--- config.mk ---
export PLATFORM = sky130hd
export DESIGN_NAME = md5_digest_engine
export DESIGN_NICKNAME = d
export VERILOG_FILES = /design/src/rtl/md5_pkg.sv /design/src/rtl/md5_digest_engine.sv /design/src/rtl/md5_ctrl.sv /design/src/rtl/md5_dp.sv
export SDC_FILE = /design/constraint.sdc
export NUM_CORES = 2
export LEC_CHECK = 0
export ABC_AREA = 1
export BUFFER_PORTS_ARGS = -buffer_cell sky130_fd_sc_hd__buf_2
export CAP_MARGIN = 20
export CORE_MARGIN = 4
export CORE_UTILIZATION = 39
export CTS_BUF_LIST = sky130_fd_sc_hd__clkbuf_4 sky130_fd_sc_hd__clkbuf_8
export CTS_CLUSTER_DIAMETER = 120
export DETAILED_ROUTE_END_ITERATION = 7
export HOLD_SLACK_MARGIN = 0.06
export MAX_ROUTING_LAYER = met4
export PLACE_DENSITY = 0.6
export SYNTH_ARGS = -nofsm -noshare
export SYNTH_HDL_FRONTEND = slang
export SYNTH_SLANG_ARGS = --single-unit
--- constraint.sdc ---
create_clock -name i_clk -period 9.4 [get_ports i_clk]
set_input_delay 1.88 -clock i_clk [delete_from_list [all_inputs] [get_ports i_clk]]
set_output_delay 1.88 -clock i_clk [all_outputs]
set_load 0.02 [all_outputs]
--- src/rtl/md5_pkg.sv ---
`timescale 1ns / 1ps
// ----------------------------------------------------------------------------
// md5_pkg
// Shared constants, round tables and controller/datapath interface types
// for the MD5 digest engine.
// ----------------------------------------------------------------------------
package md5_pkg;

    // Longest message, in bytes, that is hashed; later bytes are dropped.
    localparam int MAX_MSG_BYTES = 64;

    // The length counter must hold MAX_MSG_BYTES and always index a 64-byte block.
    localparam int LEN_W = ($clog2(MAX_MSG_BYTES + 1) > 6) ? $clog2(MAX_MSG_BYTES + 1) : 6;

    localparam logic [5:0] RND_LAST  = 6'd63;
    localparam logic [4:0] CHAR_LAST = 5'd31;
    localparam logic [5:0] PAD_SPLIT = 6'd56;
    localparam logic [7:0] PAD_BYTE  = 8'h80;

    localparam logic [31:0] IV_A = 32'h67452301;
    localparam logic [31:0] IV_B = 32'hEFCDAB89;
    localparam logic [31:0] IV_C = 32'h98BADCFE;
    localparam logic [31:0] IV_D = 32'h10325476;

    localparam logic [31:0] RC_TAB [64] = '{
        32'hd76aa478, 32'he8c7b756, 32'h242070db, 32'hc1bdceee,
        32'hf57c0faf, 32'h4787c62a, 32'ha8304613, 32'hfd469501,
        32'h698098d8, 32'h8b44f7af, 32'hffff5bb1, 32'h895cd7be,
        32'h6b901122, 32'hfd987193, 32'ha679438e, 32'h49b40821,
        32'hf61e2562, 32'hc040b340, 32'h265e5a51, 32'he9b6c7aa,
        32'hd62f105d, 32'h02441453, 32'hd8a1e681, 32'he7d3fbc8,
        32'h21e1cde6, 32'hc33707d6, 32'hf4d50d87, 32'h455a14ed,
        32'ha9e3e905, 32'hfcefa3f8, 32'h676f02d9, 32'h8d2a4c8a,
        32'hfffa3942, 32'h8771f681, 32'h6d9d6122, 32'hfde5380c,
        32'ha4beea44, 32'h4bdecfa9, 32'hf6bb4b60, 32'hbebfbc70,
        32'h289b7ec6, 32'heaa127fa, 32'hd4ef3085, 32'h04881d05,
        32'hd9d4d039, 32'he6db99e5, 32'h1fa27cf8, 32'hc4ac5665,
        32'hf4292244, 32'h432aff97, 32'hab9423a7, 32'hfc93a039,
        32'h655b59c3, 32'h8f0ccc92, 32'hffeff47d, 32'h85845dd1,
        32'h6fa87e4f, 32'hfe2ce6e0, 32'ha3014314, 32'h4e0811a1,
        32'hf7537e82, 32'hbd3af235, 32'h2ad7d2bb, 32'heb86d391
    };

    localparam logic [4:0] SHIFT_TAB [16] = '{
        5'd7, 5'd12, 5'd17, 5'd22, 5'd5, 5'd9, 5'd14, 5'd20,
        5'd4, 5'd11, 5'd16, 5'd23, 5'd6, 5'd10, 5'd15, 5'd21
    };

    typedef struct packed {
        logic       take;       // input request accepted this cycle
        logic       load;       // copy chaining words into the working registers
        logic       round;      // run one compression round
        logic [5:0] rnd_idx;
        logic       add_chain;  // fold working registers into the chaining words
        logic       pad;        // apply end-of-message padding to the block
        logic       clear_len;  // extra block holding only zeros and the length
        logic       restart;    // digest delivered, return to the initial state
        logic [4:0] char_idx;
    } t_md5_cmd;

    typedef struct packed {
        logic blk_full;  // the offered byte completes a block
        logic pad_two;   // padding spills into a second block
    } t_md5_stat;

endpackage

--- src/rtl/md5_digest_engine.sv ---
`timescale 1ns / 1ps
// ----------------------------------------------------------------------------
// md5_digest_engine
// MD5 digest of a byte stream, delivered as 32 lowercase hex characters.
// ----------------------------------------------------------------------------
// Usage:
//   The slave channel takes one request per message byte: tdata is the byte,
//   tuser says the byte is present, tlast ends the message. A request with
//   tuser low and tlast high ends a message without adding a byte.
//   The master channel returns 32 ASCII hex characters per message, digest
//   bytes low first, high nibble first; tlast marks the 32nd character and
//   tuser flags a message whose bytes beyond the length limit were dropped.
// Timing:
//   A byte that does not complete a 64-byte block is taken without a compression
//   pass. A byte that completes a block starts a pass of 64 rounds through the
//   single round unit, after which the result is folded into the chaining words;
//   no request is taken during the pass and the fold. The last request adds
//   a padding pass, or two passes when the padding spills into a second
//   block, and then the characters follow at one per cycle while the
//   receiver is ready. A receiver stall holds the current character;
//   s_axis_tready stays low until the last character is taken.
// Reset:
//   Synchronous, active low. Clears the chaining words, the length and the
//   overflow flag; the engine then waits for the first byte.
// ----------------------------------------------------------------------------
module md5_digest_engine (
    input  logic       i_clk,
    input  logic       i_rst_n,
    input  logic       s_axis_tvalid,
    output logic       s_axis_tready,
    input  logic [7:0] s_axis_tdata,   // [7:0] msg_byte
    input  logic       s_axis_tuser,   // [0] has_byte
    input  logic       s_axis_tlast,
    output logic       m_axis_tvalid,
    input  logic       m_axis_tready,
    output logic [7:0] m_axis_tdata,   // [6:0] hex_char, [7] zero
    output logic       m_axis_tuser,   // [0] too_long
    output logic       m_axis_tlast
);
    import md5_pkg::*;

    t_md5_cmd  w_cmd;
    t_md5_stat w_stat;
    logic [6:0] w_hex_char;

    md5_ctrl u_ctrl (
        .i_clk       (i_clk),
        .i_rst_n     (i_rst_n),
        .i_in_valid  (s_axis_tvalid),
        .i_in_last   (s_axis_tlast),
        .o_in_ready  (s_axis_tready),
        .o_out_valid (m_axis_tvalid),
        .i_out_ready (m_axis_tready),
        .i_stat      (w_stat),
        .o_cmd       (w_cmd)
    );

    md5_dp u_dp (
        .i_clk       (i_clk),
        .i_rst_n     (i_rst_n),
        .i_cmd       (w_cmd),
        .o_stat      (w_stat),
        .i_msg_byte  (s_axis_tdata),
        .i_has_byte  (s_axis_tuser),
        .o_hex_char  (w_hex_char),
        .o_char_last (m_axis_tlast),
        .o_too_long  (m_axis_tuser)
    );

    assign m_axis_tdata = {1'b0, w_hex_char};

    // Intake and digest delivery never overlap.
    a_no_overlap: assert property (@(posedge i_clk) disable iff (!i_rst_n)
        !(s_axis_tready && m_axis_tvalid))
        else $error("input ready while a digest is being delivered");

    // Taking the final character reopens the input channel.
    a_reopen: assert property (@(posedge i_clk) disable iff (!i_rst_n)
        (m_axis_tvalid && m_axis_tready && m_axis_tlast) |=> s_axis_tready)
        else $error("input not reopened after the final character");

    // The last round of a pass is always followed by the chaining update.
    a_fold: assert property (@(posedge i_clk) disable iff (!i_rst_n)
        (w_cmd.round && (w_cmd.rnd_idx == RND_LAST)) |=> w_cmd.add_chain)
        else $error("compression pass not folded into chaining words");

    // Characters are decimal digits or lowercase a through f.
    a_hex_range: assert property (@(posedge i_clk) disable iff (!i_rst_n)
        m_axis_tvalid |-> ((m_axis_tdata >= 8'h30 && m_axis_tdata <= 8'h39) ||
                           (m_axis_tdata >= 8'h61 && m_axis_tdata <= 8'h66)))
        else $error("digest character outside the hex alphabet");

endmodule

--- src/rtl/md5_ctrl.sv ---
`timescale 1ns / 1ps
// ----------------------------------------------------------------------------
// md5_ctrl
// Sequencer for the MD5 engine: byte intake, 64-round compression passes,
// padding passes and delivery of the 32 hex characters.
// ----------------------------------------------------------------------------
module md5_ctrl (
    input  logic              i_clk,
    input  logic              i_rst_n,
    input  logic              i_in_valid,
    input  logic              i_in_last,
    output logic              o_in_ready,
    output logic              o_out_valid,
    input  logic              i_out_ready,
    input  md5_pkg::t_md5_stat i_stat,
    output md5_pkg::t_md5_cmd  o_cmd
);
    import md5_pkg::*;

    localparam logic [2:0] S_IDLE  = 3'd0;
    localparam logic [2:0] S_ROUND = 3'd1;
    localparam logic [2:0] S_ADD   = 3'd2;
    localparam logic [2:0] S_PAD   = 3'd3;
    localparam logic [2:0] S_CLEAR = 3'd4;
    localparam logic [2:0] S_EMIT  = 3'd5;

    // Where to go once a compression pass has been folded in.
    localparam logic [1:0] POST_IDLE  = 2'd0;
    localparam logic [1:0] POST_PAD   = 2'd1;
    localparam logic [1:0] POST_CLEAR = 2'd2;
    localparam logic [1:0] POST_EMIT  = 2'd3;

    logic [2:0] r_state, n_state;
    logic [1:0] r_post, n_post;
    logic [5:0] r_rnd, n_rnd;
    logic [4:0] r_char, n_char;

    always_comb begin
        n_state     = r_state;
        n_post      = r_post;
        n_rnd       = r_rnd;
        n_char      = r_char;
        o_cmd       = '0;
        o_cmd.rnd_idx  = r_rnd;
        o_cmd.char_idx = r_char;
        o_in_ready  = 1'b0;
        o_out_valid = 1'b0;
        unique case (r_state)
            S_IDLE: begin
                o_in_ready = 1'b1;
                if (i_in_valid) begin
                    o_cmd.take = 1'b1;
                    if (i_stat.blk_full) begin
                        o_cmd.load = 1'b1;
                        n_rnd      = '0;
                        n_post     = i_in_last ? POST_PAD : POST_IDLE;
                        n_state    = S_ROUND;
                    end else if (i_in_last) begin
                        n_state = S_PAD;
                    end
                end
            end
            S_ROUND: begin
                o_cmd.round = 1'b1;
                n_rnd       = r_rnd + 6'd1;
                if (r_rnd == RND_LAST) begin
                    n_state = S_ADD;
                end
            end
            S_ADD: begin
                o_cmd.add_chain = 1'b1;
                unique case (r_post)
                    POST_IDLE:  n_state = S_IDLE;
                    POST_PAD:   n_state = S_PAD;
                    POST_CLEAR: n_state = S_CLEAR;
                    POST_EMIT:  n_state = S_EMIT;
                    default:    n_state = S_IDLE;
                endcase
            end
            S_PAD: begin
                o_cmd.pad  = 1'b1;
                o_cmd.load = 1'b1;
                n_rnd      = '0;
                n_post     = i_stat.pad_two ? POST_CLEAR : POST_EMIT;
                n_state    = S_ROUND;
            end
            S_CLEAR: begin
                o_cmd.clear_len = 1'b1;
                o_cmd.load      = 1'b1;
                n_rnd           = '0;
                n_post          = POST_EMIT;
                n_state         = S_ROUND;
            end
            S_EMIT: begin
                o_out_valid = 1'b1;
                if (i_out_ready) begin
                    n_char = r_char + 5'd1;
                    if (r_char == CHAR_LAST) begin
                        o_cmd.restart = 1'b1;
                        n_state       = S_IDLE;
                    end
                end
            end
            default: n_state = S_IDLE;
        endcase
    end

    always_ff @(posedge i_clk) begin
        if (!i_rst_n) begin
            r_state <= S_IDLE;
            r_post  <= POST_IDLE;
            r_rnd   <= '0;
            r_char  <= '0;
        end else begin
            r_state <= n_state;
            r_post  <= n_post;
            r_rnd   <= n_rnd;
            r_char  <= n_char;
        end
    end

endmodule

--- src/rtl/md5_dp.sv ---
`timescale 1ns / 1ps
// ----------------------------------------------------------------------------
// md5_dp
// MD5 datapath: message block, length and overflow tracking, one shared
// compression round unit, chaining words and hex character output.
// ----------------------------------------------------------------------------
module md5_dp (
    input  logic              i_clk,
    input  logic              i_rst_n,
    input  md5_pkg::t_md5_cmd  i_cmd,
    output md5_pkg::t_md5_stat o_stat,
    input  logic [7:0]        i_msg_byte,
    input  logic              i_has_byte,
    output logic [6:0]        o_hex_char,
    output logic              o_char_last,
    output logic              o_too_long
);
    import md5_pkg::*;

    logic [31:0]      r_blk [16];
    logic [31:0]      r_chain [4];
    logic [31:0]      r_a, r_b, r_c, r_d;
    logic [LEN_W-1:0] r_len;
    logic             r_ovf;

    logic        w_room;
    logic [5:0]  w_pos;
    logic [31:0] w_len_bits;

    assign w_room     = (r_len < LEN_W'(MAX_MSG_BYTES));
    assign w_pos      = r_len[5:0];
    assign w_len_bits = 32'({r_len, 3'b000});

    assign o_stat.blk_full = i_has_byte && w_room && (w_pos == 6'd63);
    assign o_stat.pad_two  = (w_pos >= PAD_SPLIT);

    // One compression round.
    logic [1:0]  w_phase;
    logic [3:0]  w_q;
    logic [3:0]  w_g;
    logic [31:0] w_f;
    logic [31:0] w_sum;
    logic [63:0] w_rot;
    logic [31:0] w_t;

    assign w_phase = i_cmd.rnd_idx[5:4];
    assign w_q     = i_cmd.rnd_idx[3:0];

    always_comb begin
        case (w_phase)
            2'd0: begin
                w_g = w_q;
                w_f = (r_b & r_c) | (~r_b & r_d);
            end
            2'd1: begin
                w_g = 4'(4'd5 * w_q + 4'd1);
                w_f = (r_d & r_b) | (~r_d & r_c);
            end
            2'd2: begin
                w_g = 4'(4'd3 * w_q + 4'd5);
                w_f = r_b ^ r_c ^ r_d;
            end
            default: begin
                w_g = 4'(4'd7 * w_q);
                w_f = r_c ^ (r_b | ~r_d);
            end
        endcase
    end

    assign w_sum = r_a + w_f + RC_TAB[i_cmd.rnd_idx] + r_blk[w_g];
    // Rotate left by shifting a doubled copy and keeping the upper half.
    assign w_rot = {w_sum, w_sum} << SHIFT_TAB[{w_phase, w_q[1:0]}];
    assign w_t   = r_b + w_rot[63:32];

    // Working registers.
    always_ff @(posedge i_clk) begin
        if (i_cmd.load) begin
            r_a <= r_chain[0];
            r_b <= r_chain[1];
            r_c <= r_chain[2];
            r_d <= r_chain[3];
        end else if (i_cmd.round) begin
            r_a <= r_d;
            r_d <= r_c;
            r_c <= r_b;
            r_b <= w_t;
        end
    end

    // Chaining words, length and overflow flag.
    always_ff @(posedge i_clk) begin
        if (!i_rst_n || i_cmd.restart) begin
            r_chain[0] <= IV_A;
            r_chain[1] <= IV_B;
            r_chain[2] <= IV_C;
            r_chain[3] <= IV_D;
            r_len      <= '0;
            r_ovf      <= 1'b0;
        end else begin
            if (i_cmd.add_chain) begin
                r_chain[0] <= r_chain[0] + r_a;
                r_chain[1] <= r_chain[1] + r_b;
                r_chain[2] <= r_chain[2] + r_c;
                r_chain[3] <= r_chain[3] + r_d;
            end
            if (i_cmd.take && i_has_byte) begin
                if (w_room) begin
                    r_len <= r_len + LEN_W'(1);
                end else begin
                    r_ovf <= 1'b1;
                end
            end
        end
    end

    // Message block. Bytes land little-endian; the first byte of a word
    // clears the rest of that word.
    always_ff @(posedge i_clk) begin
        if (i_cmd.take && i_has_byte && w_room) begin
            if (w_pos[1:0] == 2'd0) begin
                r_blk[w_pos[5:2]] <= {24'd0, i_msg_byte};
            end else begin
                r_blk[w_pos[5:2]][w_pos[1:0]*8 +: 8] <= i_msg_byte;
            end
        end else if (i_cmd.pad) begin
            for (int w = 0; w < 16; w++) begin
                for (int l = 0; l < 4; l++) begin
                    // When the padding fits, the last two words carry the length.
                    if (w >= 14 && w_pos < PAD_SPLIT) begin
                        r_blk[w][l*8 +: 8] <= (w == 14) ? w_len_bits[l*8 +: 8] : 8'd0;
                    end else if (6'(w * 4 + l) == w_pos) begin
                        r_blk[w][l*8 +: 8] <= PAD_BYTE;
                    end else if (6'(w * 4 + l) > w_pos) begin
                        r_blk[w][l*8 +: 8] <= 8'd0;
                    end
                end
            end
        end else if (i_cmd.clear_len) begin
            for (int w = 0; w < 16; w++) begin
                r_blk[w] <= (w == 14) ? w_len_bits : 32'd0;
            end
        end
    end

    // Hex output: digest bytes low first, high nibble first within a byte.
    logic [3:0]  w_k;
    logic [31:0] w_word;
    logic [7:0]  w_byte;
    logic [3:0]  w_nib;

    assign w_k    = i_cmd.char_idx[4:1];
    assign w_word = r_chain[w_k[3:2]];
    assign w_byte = w_word[w_k[1:0]*8 +: 8];
    assign w_nib  = i_cmd.char_idx[0] ? w_byte[3:0] : w_byte[7:4];

    assign o_hex_char  = (w_nib < 4'd10) ? (7'h30 + 7'(w_nib)) : (7'h57 + 7'(w_nib));
    assign o_char_last = (i_cmd.char_idx == CHAR_LAST);
    assign o_too_long  = r_ovf;

endmodule

After elaboration in Yosys (flattened, before gate mapping)
Memories as Yosys holds them, arrays and structs flattened. A register that Yosys moved wholly into a read port is not among the register bits.
Index checks and enable logic that the tools add are counted.

word-level totals
  register bits after elaboration = 152
  bits in writable memories = 640
  ROM bits = 2,128
  input bits = 14
  output and inout bits = 12
  word-level logic and storage cells = 1,231
  memories = 4

operators by class
  add/subtract/negate cells = 16
  $mul = 3
  order comparisons = 70
  eq/ne operators = 82
  shift operators = 4
  multiplexer cells = 833
  bitwise operators = 187
  reduce and logical (&&, ||, !) cells = 22

memory list
  memory           depth  bits a word  rd ports  clocked after Yosys merged registers in  write ports  line          source
  (no name shown)  64     32           1         0                                        0            md5_dp.sv:70  assign w_sum = r_a + w_f + RC_TAB[i_cmd.rnd_idx] + r_blk[w_g];
  u_dp.r_blk       16     32           1         0                                        16           md5_dp.sv:20  logic [31:0] r_blk [16];
  u_dp.r_chain     4      32           5         1                                        4            md5_dp.sv:21  logic [31:0] r_chain [4];
  (no name shown)  16     5            1         0                                        0            md5_dp.sv:72  assign w_rot = {w_sum, w_sum} << SHIFT_TAB[{w_phase, w_q[1:0]}];

operators with widths
  cell                                                                            count
  8-bit two-way mux                                                               136
  1-bit two-way mux                                                               655
  32-bit two-way mux                                                              17
  32-bit adder                                                                    8
  6-bit == test, first input constant                                             32
  6-bit greater-than comparator, first input constant                             32
  1-bit bitwise OR                                                                172
  32-bit bitwise AND                                                              4
  5-bit by 6-bit == test with 1-bit output, first input constant                  16
  5-bit by 6-bit greater-than comparator with 1-bit output, first input constant  16
  32-bit bitwise OR                                                               3
  32-bit one-hot mux with 3 select lines                                          1
  32-bit bitwise XOR                                                              3
  32-bit NOT                                                                      2
  64-bit by 5-bit left shift with 64-bit output                                   1
  4-bit by 6-bit == test with 1-bit output, first input constant                  8
  4-bit by 6-bit greater-than comparator with 1-bit output, first input constant  8
  5-bit negator with 34-bit output                                                1
  8-bit by 34-bit variable shift with 32-bit output, first input constant         1
  8-bit by 34-bit variable part select with 32-bit output                         1
  32-bit OR reduction                                                             1
  32-bit by 6-bit variable part select with 8-bit output                          1
  3-bit by 6-bit == test with 1-bit output, first input constant                  4
  3-bit by 6-bit greater-than comparator with 1-bit output, first input constant  4
  other kinds (56)                                                                90

Logic depth before layout (Yosys ltp)
  word-level depth = 14
  depth in mapped cells = 57
  mapped depth without buffers = 55

Cells and area by module
Synthesis repeated with hierarchy kept, for this count alone.

unflattened totals
  cells, all modules = 7,974
  area total of the unflattened synthesis = 54,937.7 sq um

modules (own cells, without submodules)
  module             times used  cells each  area each (sq um)  seq. area each (sq um)
  md5_dp             1           7,836       54,023.1           18,748.0
  md5_ctrl           1           136         903.4              320.3
  md5_digest_engine  1           2           11.3               0.0

Least setup slack after synthesis
No wires, ideal clock.

  path type = flip-flop to flip-flop
  start = register u_ctrl.r_rnd[2]
  end = register u_dp.r_b[24] (data pin)
  setup time = 0.253 ns
  arrival time = 8.532 ns
  required time = 9.147 ns
  slack = 0.615 ns
  cell stages (with the launch flop) = 49
  buffers on the path = 3
  period minus slack after synthesis = 8.785 ns
  path through = dfxtp_1 inv_1 clkbuf_1 ha_1 fa_1 o211ai_1 o21ai_2 inv_2 buf_4 clkbuf_1 a21oi_1 a221oi_1 a31oi_1 fa_1 inv_1 fa_1 inv_1 ha_1 (+13 left out) nand2_1 ha_1 fa_1 nand3_1 nand3_1 a21oi_1 o21ai_1 a21boi_1 inv_1 nand2_1 nand2_1 a21oi_1 o21ai_1 a21oi_1 inv_1 or2_2 nand3_1 nand2_1

on the way
  longest elaborated chain between the ends = 10
  elaborated cells on any way between the ends = 17
  classes of those cells = add/sub: 5; mul: 3; shift: 1; mux: 5; bitwise: 1; memory: 2

ends and longest elaborated chain
  what                                                                        line             source
  start, declared                                                             md5_ctrl.sv:35   logic [5:0] r_rnd, n_rnd;
  start signal, assigned                                                      md5_ctrl.sv:117  r_rnd <= n_rnd;
  parallel branches: the longest is 5 deep, another holds memory 16 x 32 bit  n/a
  32-bit adder (*)                                                            md5_dp.sv:70
  64-bit by 5-bit left shift with 64-bit output (*)                           md5_dp.sv:72
  32-bit adder (*)                                                            md5_dp.sv:73     assign w_t = r_b + w_rot[63:32];
  32-bit two-way mux (*)                                                      md5_dp.sv:82     end else if (i_cmd.round) begin
  32-bit two-way mux (*)                                                      md5_dp.sv:77     if (i_cmd.load) begin
  end signal, assigned                                                        md5_dp.sv:79     r_b <= r_chain[1];
  end signal, assigned                                                        md5_dp.sv:86     r_b <= w_t;
  end, declared                                                               md5_dp.sv:22     logic [31:0] r_a, r_b, r_c, r_d;

Every way passes the cells marked *. The select of a mux whose other input is x is not followed.
A chain may end at the register's enable or synchronous reset.

Worst setup path in the final report
  start = register u_ctrl.r_rnd[0]
  end = register u_dp.r_b[24] (data pin)

on the way
  longest elaborated chain between the ends = 10
  elaborated cells on any way between the ends = 21
  classes of those cells = add/sub: 5; mul: 3; shift: 1; mux: 7; bitwise: 2; memory: 3

ends and longest elaborated chain
  what                                                                        line
  parallel branches: the longest is 6 deep, another holds memory 16 x 32 bit  n/a
  64-bit by 5-bit left shift with 64-bit output (*)                           md5_dp.sv:72
  32-bit adder (*)                                                            md5_dp.sv:73
  32-bit two-way mux (*)                                                      md5_dp.sv:82
  32-bit two-way mux (*)                                                      md5_dp.sv:77

Marked as above.

==> flow_metrics.env <==
export IMPL_start_util_pct=39.31
export IMPL_placed_cell_area_um2=58930
export IMPL_crit_slowest_cell="fa_1"
export IMPL_yosys_cell_types_count=67
export IMPL_synth_top_cells_by_area="edfxtp_1, dfxtp_1, nand2_1"
export IMPL_finalNonFillerCells=10110
export IMPL_nNetsFinal=8427
export IMPL_crit_required_ns=10.05
export IMPL_viasPerCell=5.854
export IMPL_finalCritPeriodShare_pct=96.35
export IMPL_worst_pin_slew_ns=1.188
export IMPL_period_minus_slack_ns=9.057
export IMPL_setup_viol_count_final=0
export IMPL_grtUsageTotal_pct=32.95
export IMPL_nFillCells=14430
export IMPL_grt_pass1_wl_mm=356.5
export IMPL_clk_latency_ns=0.90
export IMPL_cts_root_buf="clkbuf_8"
export IMPL_arrival_ns=9.70
export IMPL_hold_viol_final=0
export IMPL_hold_class="reg2reg"
export IMPL_vias=59190
export IMPL_drc=0
export IMPL_status="finished clean"
export IMPL_whs_ns=0.4427
export IMPL_die_area_um2=146900
export IMPL_cts_sinks=794
export IMPL_drv_cap=0
export IMPL_dieHeight_um=383.2
export IMPL_placed_cells=9831
export IMPL_fmax_ghz=0.1104
export IMPL_cpLargestDelayFamily="adder cells"
export IMPL_avgRoutedWirePerCell_um=24.20
export IMPL_yosysWarningCount=0
export IMPL_grt_max_degree=205
export IMPL_async_flop_share_pct=0
export IMPL_cts_htree_levels=4
export IMPL_drt_pass1_iter_count=7
export IMPL_syn_nets=8226
export IMPL_synth_top_area_cell="edfxtp_1"
export IMPL_io_pins=26
export IMPL_cts_tree="done"
export IMPL_max_slew_margin_pct=20.48
export IMPL_fin_worst_skew_ns=0.05045
export IMPL_multi_input_area_um2=31430
export IMPL_dp_hpwl_mm=182.9
export IMPL_worst_setup_path_type="reg2reg"
export IMPL_ctsHoldBuffers=0
export IMPL_synth_ff_type="dfxtp_1"
export IMPL_netlist_area_um2=54920
export IMPL_fin_area_um2=62650
export IMPL_yosysSeqAreaShare_pct=34.80
export IMPL_grt_pass1_vias=54950
export IMPL_placement_rows=137
export IMPL_yosys_register_bits=794
export IMPL_routed_wl_mm=244.6
export IMPL_cp_num_buf_inv=13
export IMPL_grt_overflow_total=0
export IMPL_slew_violations=0
export IMPL_die_w_um=383.2
export IMPL_cpPeakStageDelay_ns=0.55
export IMPL_fp_coreArea_um2=139700
export IMPL_drive_gt1_share_pct=10.05
export IMPL_synth_top_area_share_pct=17.55
export IMPL_critPathCaptureType="flop"
export IMPL_antenna_found_initial=6
export IMPL_yosysMostFrequentCell="nand2_1"
export IMPL_regArea_um2=19110
export IMPL_synth_edf_count=321
export IMPL_path_clk_slew_ns=0.06
export IMPL_numPortBuffers=23
export IMPL_drt_iter0_drc=7271
export IMPL_syn_inst=7916
export IMPL_ant_nets=0
export IMPL_tns_ns=0
export IMPL_cts_buffer_depth=3
export IMPL_crit_fanout=13
export IMPL_yosys_top_cells_count="nand2_1, inv_1, a21oi_1"
export IMPL_gp_congestion=1.028
export IMPL_worst_setup_path_start_kind="flop"
export IMPL_numCtsBuffers=147
export IMPL_cpMostUsedCell="nand2_1"
export IMPL_avgSynthCellArea_um2=6.937
export IMPL_syn2layout_area_growth_pct=14.09
area by class of cell:
class	count	area share (%)
antenna	6	0.02396
tap	1876	3.746
sequential	794	30.50
clock buffer	232	4.487
timing repair buffer	384	4.971
clock inverter	29	0.3994
inverter	951	5.713
multi-input combinational	5839	50.16
layout by cell type (no fill, tap or decap), types with 31 or more instances in the layout:
master	count
a211oi_1	56
a21oi_1	794
a221oi_1	31
a31oi_1	78
buf_4	333
clkbuf_4	61
clkbuf_8	172
dfxtp_1	471
edfxtp_1	321
fa_1	68
ha_1	222
inv_1	915
nand2_1	1861
nand3_1	681
nand4_1	31
nor2_1	620
nor3_1	68
o211ai_1	137
o21a_1	31
o21ai_0	633
o21ai_1	47
o221ai_1	40
o22ai_1	51
or2_2	34
xor2_1	34
tightest hold or removal path, stage by stage (launching register included):
cell and delay (ns):
dfxtp_1 0.31, inv_1 0.04, a21oi_1 0.05
registers in the layout, indices dropped and copies added (netlist names), named ones only:
register / count
u_dp.r_len: 7
u_ctrl.r_state: 3
u_dp.r_d: 32
u_dp.r_chain: 128
u_dp.r_blk: 512
u_dp.r_b: 32
u_ctrl.r_post: 2
u_ctrl.r_char: 5
u_ctrl.r_rnd: 6
u_dp.o_too_long: 1
u_dp.r_a: 32
u_dp.r_c: 32
per-layer routing:
| metal | global-route usage (%) | up-vias | part of all wire [%] |
|---|---|---|---|
| met5 | - | - | 0 |
| met4 | 16.77 | 0 | 5.9 |
| met3 | 6.074 | 684 | 9.3 |
| met2 | 49.71 | 3100 | 44 |
| met1 | 42.27 | 28060 | 41 |
| li1 | - | 27350 | - |
kinds of logic (layout without fill, tap and decap cells):
kind of cell    count (synthesis)  count (layout)  synth area share (%)
compound gates               2095            2095                 21.86
flops                         794             794                 34.80
simple gates                 3381            3381                 25.63
xor+xnor                       62              62                0.9888
buf+inv                      1283            1596                 8.966
fa+ha+maj                     296             296                 7.687
mux                             3               3               0.05468
other cells                     2               8               0.01368
metrics by stage:
step                      util (%)  setup slack (ns)
final                        44.85            0.3430
after global routing         44.84          -0.03616
after CTS                    44.38           0.08911
after detailed placement     42.19            0.1137
after global placement       42.17           0.06367
after floorplan                  -            0.6149
worst paths after layout:
| path | from | end | slack [ns] | depth (start not counted) |
|---|---|---|---|---|
| worst max register to register | u_ctrl.r_rnd[0] | u_dp.r_b[24] | 0.34 | 51 |
| worst max-delay path | u_ctrl.r_rnd[0] | u_dp.r_b[24] | 0.34 | 51 |
| worst min-delay path | u_dp.r_blk[4][21] | u_dp.r_blk[4][21] | 0.44 | 2 |
| worst min register to register | u_dp.r_blk[4][21] | u_dp.r_blk[4][21] | 0.44 | 2 |
repair_timing:
| action | CTS | global route |
|---|---|---|
| buffers inserted | 0 | 10 |
| gates resized for setup | 0 | 109 |
| endpoints found under the setup margin | 0 | 23 |
Power is not shown: default switching activity piles up to over one toggle a cycle in this logic, so the estimate is an artifact.
